### config.mk
export PLATFORM = sky130hd
export DESIGN_NAME = md5_digest_stream
export DESIGN_NICKNAME = d
export VERILOG_FILES = /design/src/sv/md5_pkg.sv /design/src/sv/md5_datapath.sv /design/src/sv/md5_control.sv /design/src/sv/md5_digest_stream.sv
export SDC_FILE = /design/constraint.sdc
export NUM_CORES = 2
export LEC_CHECK = 0
export BUFFER_PORTS_ARGS = -buffer_cell sky130_fd_sc_hd__buf_2
export CAP_MARGIN = 10
export CORE_ASPECT_RATIO = 2
export CORE_MARGIN = 4
export CORE_UTILIZATION = 58
export DETAILED_ROUTE_END_ITERATION = 16
export PLACE_DENSITY = 0.77
export SLEW_MARGIN = 10
export SYNTH_ARGS = -nofsm -noshare
export SYNTH_HDL_FRONTEND = slang
export SYNTH_SLANG_ARGS = --single-unit
### constraint.sdc
create_clock -name clk -period 10.5 [get_ports clk]
set_input_delay 1.575 -clock clk [delete_from_list [all_inputs] [get_ports clk]]
set_output_delay 1.575 -clock clk [all_outputs]
set_load 0.1 [all_outputs]
### src/sv/md5_pkg.sv
// Shared constants, types and helpers for the MD5 digest stream block.
package md5_pkg;

  localparam logic [31:0] IV_A = 32'h67452301;
  localparam logic [31:0] IV_B = 32'hefcdab89;
  localparam logic [31:0] IV_C = 32'h98badcfe;
  localparam logic [31:0] IV_D = 32'h10325476;
  localparam logic [7:0] PAD_BYTE = 8'h80;
  localparam int BlockBytes = 64;
  localparam int LenOffset = 56;

  // datapath commands from the controller
  typedef enum logic [2:0] {
    CMD_NONE,
    CMD_WRITE,   // store input byte at fill position
    CMD_PAD,     // write one padding byte at pad position
    CMD_ROUND,   // one compression step
    CMD_FINISH,  // fold working words into chain words
    CMD_CLEAR    // restore reset values
  } cmd_t;

  typedef struct packed {
    cmd_t       cmd;
    logic [5:0] addr;   // byte address or step index
    logic [7:0] wbyte;  // byte for write or pad
    logic       count;  // bump the message length on write
  } dp_ctrl_t;

  typedef struct packed {
    logic [5:0]  fill;
    logic [60:0] msg_bytes;
  } dp_stat_t;

  function automatic logic [31:0] step_k(input logic [5:0] i);
    logic [31:0] k;
    case (i)
      6'd0: k = 32'hd76aa478; 6'd1: k = 32'he8c7b756; 6'd2: k = 32'h242070db;
      6'd3: k = 32'hc1bdceee; 6'd4: k = 32'hf57c0faf; 6'd5: k = 32'h4787c62a;
      6'd6: k = 32'ha8304613; 6'd7: k = 32'hfd469501; 6'd8: k = 32'h698098d8;
      6'd9: k = 32'h8b44f7af; 6'd10: k = 32'hffff5bb1; 6'd11: k = 32'h895cd7be;
      6'd12: k = 32'h6b901122; 6'd13: k = 32'hfd987193; 6'd14: k = 32'ha679438e;
      6'd15: k = 32'h49b40821; 6'd16: k = 32'hf61e2562; 6'd17: k = 32'hc040b340;
      6'd18: k = 32'h265e5a51; 6'd19: k = 32'he9b6c7aa; 6'd20: k = 32'hd62f105d;
      6'd21: k = 32'h02441453; 6'd22: k = 32'hd8a1e681; 6'd23: k = 32'he7d3fbc8;
      6'd24: k = 32'h21e1cde6; 6'd25: k = 32'hc33707d6; 6'd26: k = 32'hf4d50d87;
      6'd27: k = 32'h455a14ed; 6'd28: k = 32'ha9e3e905; 6'd29: k = 32'hfcefa3f8;
      6'd30: k = 32'h676f02d9; 6'd31: k = 32'h8d2a4c8a; 6'd32: k = 32'hfffa3942;
      6'd33: k = 32'h8771f681; 6'd34: k = 32'h6d9d6122; 6'd35: k = 32'hfde5380c;
      6'd36: k = 32'ha4beea44; 6'd37: k = 32'h4bdecfa9; 6'd38: k = 32'hf6bb4b60;
      6'd39: k = 32'hbebfbc70; 6'd40: k = 32'h289b7ec6; 6'd41: k = 32'heaa127fa;
      6'd42: k = 32'hd4ef3085; 6'd43: k = 32'h04881d05; 6'd44: k = 32'hd9d4d039;
      6'd45: k = 32'he6db99e5; 6'd46: k = 32'h1fa27cf8; 6'd47: k = 32'hc4ac5665;
      6'd48: k = 32'hf4292244; 6'd49: k = 32'h432aff97; 6'd50: k = 32'hab9423a7;
      6'd51: k = 32'hfc93a039; 6'd52: k = 32'h655b59c3; 6'd53: k = 32'h8f0ccc92;
      6'd54: k = 32'hffeff47d; 6'd55: k = 32'h85845dd1; 6'd56: k = 32'h6fa87e4f;
      6'd57: k = 32'hfe2ce6e0; 6'd58: k = 32'ha3014314; 6'd59: k = 32'h4e0811a1;
      6'd60: k = 32'hf7537e82; 6'd61: k = 32'hbd3af235; 6'd62: k = 32'h2ad7d2bb;
      default: k = 32'heb86d391;
    endcase
    return k;
  endfunction

  function automatic logic [4:0] step_rot(input logic [5:0] i);
    logic [4:0] r;
    case ({i[5:4], i[1:0]})
      4'd0: r = 5'd7;  4'd1: r = 5'd12; 4'd2: r = 5'd17; 4'd3: r = 5'd22;
      4'd4: r = 5'd5;  4'd5: r = 5'd9;  4'd6: r = 5'd14; 4'd7: r = 5'd20;
      4'd8: r = 5'd4;  4'd9: r = 5'd11; 4'd10: r = 5'd16; 4'd11: r = 5'd23;
      4'd12: r = 5'd6; 4'd13: r = 5'd10; 4'd14: r = 5'd15; default: r = 5'd21;
    endcase
    return r;
  endfunction

  function automatic logic [3:0] step_word(input logic [5:0] i);
    logic [3:0] g;
    case (i[5:4])
      2'd0: g = i[3:0];
      2'd1: g = 4'((i[3:0] * 4'd5) + 4'd1);
      2'd2: g = 4'((i[3:0] * 4'd3) + 4'd5);
      default: g = 4'(i[3:0] * 4'd7);
    endcase
    return g;
  endfunction

endpackage

### src/sv/md5_datapath.sv
// MD5 datapath: block buffer, chaining and working words, length count.
module md5_datapath import md5_pkg::*; (
  input  logic        clk,
  input  logic        rst,
  input  dp_ctrl_t    ctrl,
  input  logic [5:0]  next_step,   // step whose word is fetched this cycle
  output dp_stat_t    stat,
  output logic [63:0] half_lo,
  output logic [63:0] half_hi
);

  // 16 words of 32 bits, byte-written
  logic [31:0] words [16];
  logic [31:0] word_q;
  logic [31:0] ca, cb, cc, cd;
  logic [31:0] wa, wb, wc, wd;
  logic [5:0]  fill;
  logic [60:0] msg_bytes;
  logic [31:0] f, t, rot;
  logic [4:0]  s;

  always_ff @(posedge clk) begin
    if ((ctrl.cmd == CMD_WRITE) || (ctrl.cmd == CMD_PAD)) begin
      words[ctrl.addr[5:2]][ctrl.addr[1:0]*8 +: 8] <= ctrl.wbyte;
    end
    word_q <= words[step_word(next_step)];
  end

  always_comb begin
    case (ctrl.addr[5:4])
      2'd0: f = (wb & wc) | (~wb & wd);
      2'd1: f = (wb & wd) | (wc & ~wd);
      2'd2: f = wb ^ wc ^ wd;
      default: f = wc ^ (wb | ~wd);
    endcase
    t = wa + f + step_k(ctrl.addr) + word_q;
    s = step_rot(ctrl.addr);
    rot = (t << s) | (t >> (6'd32 - {1'b0, s}));
  end

  always_ff @(posedge clk) begin
    if (rst || (ctrl.cmd == CMD_CLEAR)) begin
      ca <= IV_A; cb <= IV_B; cc <= IV_C; cd <= IV_D;
      wa <= IV_A; wb <= IV_B; wc <= IV_C; wd <= IV_D;
      fill <= '0;
      msg_bytes <= '0;
    end else begin
      case (ctrl.cmd)
        CMD_WRITE: begin
          fill <= fill + 6'd1;
          if (ctrl.count) msg_bytes <= msg_bytes + 61'd1;
        end
        CMD_ROUND: begin
          wa <= wd; wd <= wc; wc <= wb;
          wb <= wb + rot;
        end
        CMD_FINISH: begin
          ca <= ca + wa; cb <= cb + wb; cc <= cc + wc; cd <= cd + wd;
          wa <= ca + wa; wb <= cb + wb; wc <= cc + wc; wd <= cd + wd;
        end
        default: ;
      endcase
    end
  end

  assign stat.fill = fill;
  assign stat.msg_bytes = msg_bytes;
  assign half_lo = {cb, ca};
  assign half_hi = {cd, cc};

endmodule

### src/sv/md5_control.sv
// MD5 controller: byte intake, padding, compression sequencing, output.
module md5_control import md5_pkg::*; (
  input  logic        clk,
  input  logic        rst,
  input  logic        in_fire,
  input  logic [7:0]  in_byte,
  input  logic        in_has,
  input  logic        in_end,
  input  dp_stat_t    stat,
  input  logic        out_ready,
  output logic        in_rdy,
  output dp_ctrl_t    ctrl,
  output logic [5:0]  next_step,
  output logic        out_valid,
  output logic        out_half
);

  typedef enum logic [2:0] {
    S_IDLE, S_RUN, S_FOLD, S_PAD, S_SEND
  } state_t;

  state_t      state;
  logic [5:0]  step;
  logic [5:0]  pad_pos;
  logic        pending_end;  // message end seen, padding still to do
  logic        len_done;     // the block now running holds the length
  logic        extra_pass;   // padding the second block: zeros and length only
  logic [63:0] bit_len;
  logic [7:0]  pad_byte;

  assign bit_len = {stat.msg_bytes, 3'b000};
  assign in_rdy = (state == S_IDLE);

  always_comb begin
    if ((pad_pos >= 6'(LenOffset)) && (extra_pass || (stat.fill < 6'(LenOffset)))) begin
      pad_byte = bit_len[pad_pos[2:0]*8 +: 8];
    end else if ((pad_pos == stat.fill) && !extra_pass) begin
      pad_byte = PAD_BYTE;
    end else begin
      pad_byte = 8'h00;
    end
  end

  always_comb begin
    ctrl = '{cmd: CMD_NONE, addr: 6'd0, wbyte: 8'h00, count: 1'b0};
    next_step = 6'd0;
    case (state)
      S_IDLE: begin
        if (in_fire && in_has) begin
          ctrl = '{cmd: CMD_WRITE, addr: stat.fill, wbyte: in_byte, count: 1'b1};
        end
      end
      S_RUN: begin
        ctrl.cmd = CMD_ROUND;
        ctrl.addr = step;
        next_step = step + 6'd1;
      end
      S_FOLD: ctrl.cmd = CMD_FINISH;
      S_PAD: begin
        ctrl.cmd = CMD_PAD;
        ctrl.addr = pad_pos;
        ctrl.wbyte = pad_byte;
      end
      S_SEND: begin
        if (out_ready && out_half) ctrl.cmd = CMD_CLEAR;
      end
      default: ;
    endcase
  end

  always_ff @(posedge clk) begin
    if (rst) begin
      state <= S_IDLE;
      step <= '0;
      pad_pos <= '0;
      pending_end <= 1'b0;
      len_done <= 1'b0;
      extra_pass <= 1'b0;
      out_valid <= 1'b0;
      out_half <= 1'b0;
    end else begin
      case (state)
        S_IDLE: begin
          if (in_fire) begin
            pending_end <= in_end;
            len_done <= 1'b0;
            extra_pass <= 1'b0;
            if (in_has && (stat.fill == 6'd63)) begin
              state <= S_RUN;
              step <= '0;
            end else if (in_end) begin
              state <= S_PAD;
              pad_pos <= in_has ? stat.fill + 6'd1 : stat.fill;
            end
          end
        end
        S_RUN: begin
          step <= step + 6'd1;
          if (step == 6'd63) state <= S_FOLD;
        end
        S_FOLD: begin
          if (len_done) begin
            state <= S_SEND;
            out_valid <= 1'b1;
            out_half <= 1'b0;
          end else if (pending_end) begin
            // next padding block is written whole, from byte zero
            state <= S_PAD;
            pad_pos <= '0;
          end else begin
            state <= S_IDLE;
          end
        end
        S_PAD: begin
          pad_pos <= pad_pos + 6'd1;
          if (pad_pos == 6'd63) begin
            state <= S_RUN;
            step <= '0;
            // no room for the length when the marker lands at 56 or later
            len_done <= extra_pass || (stat.fill < 6'(LenOffset));
            extra_pass <= !extra_pass && (stat.fill >= 6'(LenOffset));
            if (stat.fill >= 6'(LenOffset)) begin
              pending_end <= 1'b1;
            end
          end
        end
        S_SEND: begin
          if (out_ready) begin
            if (out_half) begin
              state <= S_IDLE;
              out_valid <= 1'b0;
              out_half <= 1'b0;
              pending_end <= 1'b0;
            end else begin
              out_half <= 1'b1;
            end
          end
        end
        default: state <= S_IDLE;
      endcase
    end
  end

endmodule

### src/sv/md5_digest_stream.sv
// Top level of the streaming MD5 digest block.
// At most one message byte per input transaction; bytes are taken at once while
// the buffer fills, and the 64th byte of a block holds the input through the
// compression, run step by step on the shared round unit (the first word is
// fetched while that byte is written), and the fold into the chaining words.
// An end transaction writes the padding one byte per cycle up to the block
// end, then compresses; when the end marker falls at byte 56 or later a
// second block of zeros and length is written over all 64 bytes and
// compressed too. The digest leaves as two transactions, low half first.
module md5_digest_stream import md5_pkg::*; (
  input  logic        clk,
  input  logic        rst,
  input  logic        s_tvalid,
  output logic        s_tready,
  input  logic [15:0] s_tdata,   // [7:0] data_byte, [8] has_byte, [15:9] zero
  input  logic        s_tlast,   // end_of_message
  output logic        m_tvalid,
  input  logic        m_tready,
  output logic [63:0] m_tdata,   // [63:0] digest_half
  output logic        m_tuser,   // half_index
  output logic        m_tlast    // last
);

  dp_ctrl_t    ctrl;
  dp_stat_t    stat;
  logic [5:0]  next_step;
  logic [63:0] half_lo, half_hi;
  logic        in_fire;

  assign in_fire = s_tvalid && s_tready;

  md5_control u_ctrl (
    .clk(clk), .rst(rst), .in_fire(in_fire), .in_byte(s_tdata[7:0]),
    .in_has(s_tdata[8]), .in_end(s_tlast), .stat(stat), .out_ready(m_tready),
    .in_rdy(s_tready), .ctrl(ctrl), .next_step(next_step),
    .out_valid(m_tvalid), .out_half(m_tuser)
  );

  md5_datapath u_dp (
    .clk(clk), .rst(rst), .ctrl(ctrl), .next_step(next_step), .stat(stat),
    .half_lo(half_lo), .half_hi(half_hi)
  );

  assign m_tdata = m_tuser ? half_hi : half_lo;
  assign m_tlast = m_tuser;

  a_no_intake_while_out: assert property (@(posedge clk) disable iff (rst)
    m_tvalid |-> !s_tready) else $error("input taken while digest pending");
  a_half_order: assert property (@(posedge clk) disable iff (rst)
    (m_tvalid && m_tready && !m_tuser) |=> (m_tvalid && m_tuser))
    else $error("high half did not follow low half");
  a_clear_after: assert property (@(posedge clk) disable iff (rst)
    (m_tvalid && m_tready && m_tuser) |=> (m_tdata == {IV_B, IV_A}))
    else $error("state not restored after digest");

endmodule

; Word level (Yosys, flattened, before mapping)
; Memory sizes are Yosys's and may differ from the RTL's. A register that Yosys moved wholly into a read port is not among the register bits.
; Index checks and enable logic that the tools add are counted.
[word_totals]
ff_bits = 343
ram_bits = 512
mem_bits_ro = 2128
out_inout_bits = 68
word_cells = 175
memories = 3
[memory_table]
columns = name, depth, width, read_ports, rd_ports_with_merged_regs, write_ports, line
row1 = (no name shown), 64, 32, 1, 0, 0, md5_pkg.sv:36  ; case (i)
row2 = u_dp.words, 16, 32, 1, 1, 1, md5_datapath.sv:13  ; logic [31:0] words [16];
row3 = (no name shown), 16, 5, 1, 0, 0, md5_pkg.sv:65  ; case ({i[5:4], i[1:0]})
[classes]
addsub = 16
n_mul = 3
order_cmp = 3
n_eq_ne = 30
shift = 5
n_mux = 56
bitwise = 13
reduce_logical = 28
[op_table]
columns = operator, count
row1 = $add A32 B32 Y32, 8
row2 = $pmux W32 S2, 4
row3 = $and A32 B32 Y32, 4
row4 = $or A32 B32 Y32, 4
row5 = $pmux W32 S3, 1
row6 = $xor A32 B32 Y32, 3
row7 = $mux W64, 1
row8 = $not A32 Y32, 2
row9 = $shiftx A64 B7 Y8, 1
row10 = $add A61 B1 Y61 const B, 1
row11 = $mux W6, 10
row12 = $pmux W6 S3, 3
row13 = $neg A5 Y34, 1
row14 = $shift A8 B34 Y32 const A, 1
row15 = $shiftx A8 B34 Y32, 1
row16 = $mux W32, 1
row17 = $shl A32 B5 Y32, 1
row18 = $shr A32 B6 Y32, 1
row19 = $pmux W3 S5, 2
row20 = $mux W3, 9
row21 = $add A6 B1 Y6 const B, 3
row22 = $eq A6 B6 Y1 const B, 3
row23 = $ne A2 B1 Y1 const B, 9
row24 = $reduce_and A6 Y1, 3
row25 = other kinds (33), 77

; Logic depth before layout (Yosys ltp)
[depth]
ltp_word = 14
mapped_depth = 48
mapped_depth_nobuf = 43

; Hierarchy
; A second synthesis with hierarchy kept.
[hier_totals]
cells_unflattened = 5636
area_unflattened_um2 = 55425.7
[modules_own_cells]
columns = module, instances, cells_each, area_each_um2, seq_area_each_um2
row1 = md5_datapath, 1, 5285, 52135.0, 22481.6
row2 = md5_control, 1, 278, 2199.6, 400.4
row3 = md5_digest_stream, 1, 73, 1091.0, 0.0

; Worst setup path after synthesis
; OpenSTA, ideal clock, no wires.
[synth_timing]
kind = input -> register
startpoint = input s_tdata[8]
endpoint = register u_dp.wb[28]
setup_time_ns = 0.116
arrival_ns = 11.050
t_required_ns = 10.384
path_slack_ns = -0.666
stages = 42
path_cell_list = buf_2 nand3_1 a2bb2oi_2 clkbuf_1 buf_1 ha_1 clkbuf_1 nor2_1 nor3_1 o311ai_0 o311ai_0 fa_1 inv_1 fa_1 inv_1 ha_1 or2_1 a221oi_1 (+6 left out) mux2i_4 mux2i_1 nand2_1 nand2_1 ha_1 fa_1 a21o_1 a21oi_1 o21ba_2 o21ai_0 a21oi_1 o311ai_0 o31ai_1 o21ai_0 a21o_1 a2111oi_0 a211oi_1 o211a_1
[synth_between]
elab_chain_cells = 12
[synth_lines]
columns = element, line
row1 = "start, declared", md5_digest_stream.sv:15  ; input logic [15:0] s_tdata,
row2 = $logic_and A1 B1 Y1 *, md5_control.sv:49  ; if (in_fire && in_has) begin
row3 = $mux W16 *, md5_control.sv:49
row4 = $pmux W6 S3, md5_control.sv:47  ; case (state)
row5 = $eq A2 B2 Y1 (tied with other cells), md5_datapath.sv:30  ; case (ctrl.addr[5:4])
row6 = $pmux W32 S3, md5_datapath.sv:30
row7 = $add A32 B32 Y32 (3 in series), md5_datapath.sv:36  ; t = wa + f + step_k(ctrl.addr) + word_q;
row8 = $shr A32 B6 Y32 / $shl A32 B5 Y32 (equally long branches), md5_datapath.sv:38  ; rot = (t << s) | (t >> (6'd32 - {1'b0, s}));
row9 = $or A32 B32 Y32, md5_datapath.sv:38
row10 = $add A32 B32 Y32, md5_datapath.sv:55  ; wb <= wb + rot;
row11 = $pmux W32 S2, md5_datapath.sv:48  ; case (ctrl.cmd)
row12 = "end signal, assigned", md5_datapath.sv:55
row13 = "end signal, assigned", md5_datapath.sv:59  ; wa <= ca + wa; wb <= cb + wb; wc <= cc + wc; wd <= cd + wd;
row14 = "end, declared", md5_datapath.sv:16  ; logic [31:0] wa, wb, wc, wd;
; Every way passes the cells marked *; elsewhere a longest branch is shown, timed or not.
; A chain may end at the register's enable or synchronous reset.

; Worst setup path in the final report
[layout_timing]
startpoint = input s_tdata[8]
endpoint = register u_dp.wb[23]
; Same word-level chain as after synthesis.

==> flow_summary.ini <==
[synth]
avgSynthCellArea_um2 = 9.59
synthCells = 5707
seq_area_frac_synth = 0.418
yosysWarnings = 0
synth_nets = 6008
synth-async-reset-ratio = 0
synth-seq-cells = 887
ys.flop_type = edfxtp_1
ys_types = 98
synth_edf_count = 512
syn_area_um2 = 54700

[worst_setup_path]
critical_path.endpoint_type = flop
worst-path-max-fanout = 8
r2r_cells = 44
cpMostUsedCell = buf_4
crit_arrival_ns = 10.75
worstSetupStartpointType = input port
critPathRequiredTime_ns = 11.01
r2r_start = u_ctrl.state[2]$_SDFFE_PP0P_
ff2ff_setup_slack_ns = 0.43
path_class = input port to flop
crit_path_max_incr_delay_ns = 0.63
r2r-end = u_dp.wb[23]$_SDFFE_PP1P_
cpMaxStageDelayCell = mux4_2

[sta]
fin_skew_ns = 0.0609
maxSlewHeadroom = 0.0504
finalSetupViolCount = 0
fmax_ghz = 0.0977
finalMaxSlewViolations = 0
grt_setup_unrepaired = no
period_needed_ns = 10.24
period_share = 0.975
hold_violations = 0
tightest_slew_ns = 1.41

[grt]
grt_busiest_layer = met2
gr-usage-met1 = 0.401
use_met3 = 0.0674
antenna_found_initial = 8
grt_overflow_total = 0
grt_pass1_wl_um = 298000
grt_max_degree = 163
grt_pass1_vias = 48400
use_met2 = 0.704
track_usage = 0.399

[status]
outcome = complete, no violations

[place]
dp.cells = 7368
io_buffers = 81
place_hpwl_um = 150000
place.gp.congestion = 1.13

[routing]
vias = 48700
dr.pass1.iters = 9
wl_per_cell_um = 26.9
drc = 0
drtIter0Drc = 4465
routed_wl_um = 203000
ant_nets = 0
vias_per_cell = 6.47

[cells_and_area]
area_growth_pct = 18.1
drive_gt1_frac = 0.216
fin_nets = 6555
fin_cells = 7530

[min_path]
whs_endpoint = u_ctrl.out_valid$_SDFFE_PP0P_
min_path_type = flop to flop
min_path_cells = 2
min_from = u_ctrl.out_valid$_SDFFE_PP0P_

[floorplan]
rows = 159
io_pins = 89
dieArea_um2 = 99600
core_region_area_um2 = 93700
die_x_um = 225
start_util = 0.584
die_h_um = 442

[clocking]
cts_tree = built
clk_pin_slew_worst_paths_ns = 0.07
clockBufferDepth = 3
cts_root_buf = clkbuf_16
cts_buffers = 78
insertion_delay_ns = 0.73
clock_sinks = 887
h-tree-depth = 3

[job]
cap_violations = 0
cell usage in the layout, fill, tap and decap left out, types with 15 or more instances in the layout:
cell       count
nor3_1       130
nand2_1      698
buf_4        744
a22oi_1       18
xnor2_1      166
o21ai_0      344
nand2b_1      38
buf_12        20
inv_1        223
and3_1        59
nand4_1       28
o211ai_1      52
mux2i_1       99
nor2b_1       50
buf_2         81
mux4_2       148
and2_1        27
ha_1         204
clkbuf_1      16
edfxtp_1     512
mux2_2        81
a211o_1       17
o21bai_1      27
fa_1          67
xor2_1       142
o22ai_1       20
nor2_1       465
nand3_1      113
clkbuf_16     78
a21oi_1      468
a21o_1        89
a211oi_1      89
dfxtp_1      374
a221oi_1      15
o21a_1        44
nor3_2        22
or3_1         31
o21ai_1       23
a31oi_1      118
cell families (layout without fill, tap and decap cells):
| logic type | after synthesis | count (layout) | synth area share |
|---|---|---|---|
| and+or+nand+nor | 1733 | 1733 | 0.139 |
| AOI/OAI and AO/OA | 1542 | 1542 | 0.175 |
| DFF | 887 | 887 | 0.418 |
| buffers and inverters | 611 | 1221 | 0.0433 |
| muxes | 338 | 338 | 0.0983 |
| xor gates and xnor gates | 316 | 316 | 0.0516 |
| adders and majority gates | 280 | 280 | 0.0735 |
| other | 0 | 6 | 0 |
layer usage:
| metal | vias to the layer above | part of all wire |
|---|---|---|
| met5 | - | 0.00028 |
| li1 | 21900 | - |
| met1 | 23600 | 0.32 |
| met3 | 829 | 0.064 |
| met2 | 2299 | 0.51 |
| met4 | 8 | 0.11 |
per-stage QoR:
step / worst slack (ns) / setup TNS [ns] / hold slack, ns / instance area [um2] / utilization
floorplan: 0.000579 / 0 / 0.436 / 54700 / -
global placement: -1.67 / -24.15 / 0.441 / 61200 / 0.653
detailed placement: -1.75 / -27.17 / 0.456 / 61200 / 0.653
CTS: 0.00793 / 0 / 0.470 / 64000 / 0.683
global route: 0.000499 / 0 / 0.485 / 64600 / 0.689
finish: 0.261 / 0 / 0.466 / 64600 / 0.689
layout make-up:
cell class / instances / area (um2)
flip-flops and latches: 887 / 22900
well taps: 1207 / 1510
clock inverters: 43 / 548
multi-input cells: 4209 / 30200
inverters: 229 / 867
fillers: 7187 / 29100
repair buffers: 849 / 6440
diodes: 6 / 15.0
clock buffers: 100 / 2090
worst max-delay path, delay by kind of cell:
| kind | cells | cell delay (ns) |
|---|---|---|
| compound gates | 16 | 2.76 |
| xor+xnor | 2 | 0.43 |
| fa+ha+maj | 4 | 1.75 |
| buf+inv | 12 | 1.80 |
| mux | 3 | 0.98 |
| simple gates | 7 | 1.39 |
worst max-delay path by stage:
stage	startpoint	end	slack [ns]	cells past startpoint
final	s_tdata[8]	u_dp.wb[23]$_SDFFE_PP1P_	0.26	44
after global routing	s_tdata[8]	u_dp.wb[28]$_SDFFE_PP0P_	0.0005	45
after CTS	s_tvalid	u_dp.wb[31]$_SDFFE_PP1P_	0.008	51
after detailed placement	s_tdata[8]	u_dp.wb[28]$_SDFFE_PP0P_	-1.75	46
after global placement	s_tdata[8]	u_dp.wb[28]$_SDFFE_PP0P_	-1.67	46
after floorplan	s_tdata[8]	u_dp.wb[28]$_SDFFE_PP0P_	0.0006	44
flip-flops by register name (all words and copies together), names as in the netlist, 3 cells and up:
register,count
u_dp.wb,32
u_dp.wd,32
u_ctrl.state,3
u_dp.wc,32
u_dp.words,512
u_dp.wa,32
u_dp.ca,32
u_dp.cc,32
u_dp.word_q,32
u_dp.cd,32
u_dp.cb,32
u_ctrl.step,6
u_ctrl.pad_pos,6
u_dp.fill,6
u_dp.msg_bytes,61
cells in the mapped netlist, types with 16 or more instances:
cell,n,share of area
nor3_1,150,0.014
fa_1,69,0.025
a221oi_1,19,0.0030
o21ai_0,357,0.033
o21ai_1,16,0.0015
o211ai_1,52,0.0071
mux2i_1,103,0.019
o21a_1,44,0.0060
buf_2,36,0.0033
a211o_1,17,0.0027
nand2_1,704,0.048
clkbuf_1,281,0.019
nand2b_1,39,0.0045
or3_1,32,0.0037
and2_1,29,0.0033
mux2_2,83,0.017
mux4_2,148,0.061
and3_1,60,0.0069
edfxtp_1,512,0.28
xnor2_1,169,0.027
o22ai_1,23,0.0026
dfxtp_1,375,0.14
buf_1,58,0.0040
a21oi_1,480,0.044
ha_1,211,0.048
o21bai_1,28,0.0038
nand3_1,114,0.010
inv_1,223,0.015
a31oi_1,122,0.014
a211oi_1,92,0.013
a22oi_1,18,0.0025
nor2b_1,50,0.0057
a21o_1,89,0.012
nor2_1,476,0.033
xor2_1,142,0.023
nand4_1,28,0.0032
what timing repair did:
action | 4_1_cts | 5_1_grt
gates cloned | 0 | 0
setup buffers | 0 | 13
setup endpoints to repair | 19 | 19
pin swaps | 6 | 34
resized for setup | 38 | 85
hold buffers | 0 | 0
Power is not shown: default switching activity piles up to over one toggle a cycle in this logic, so the estimate is an artifact.
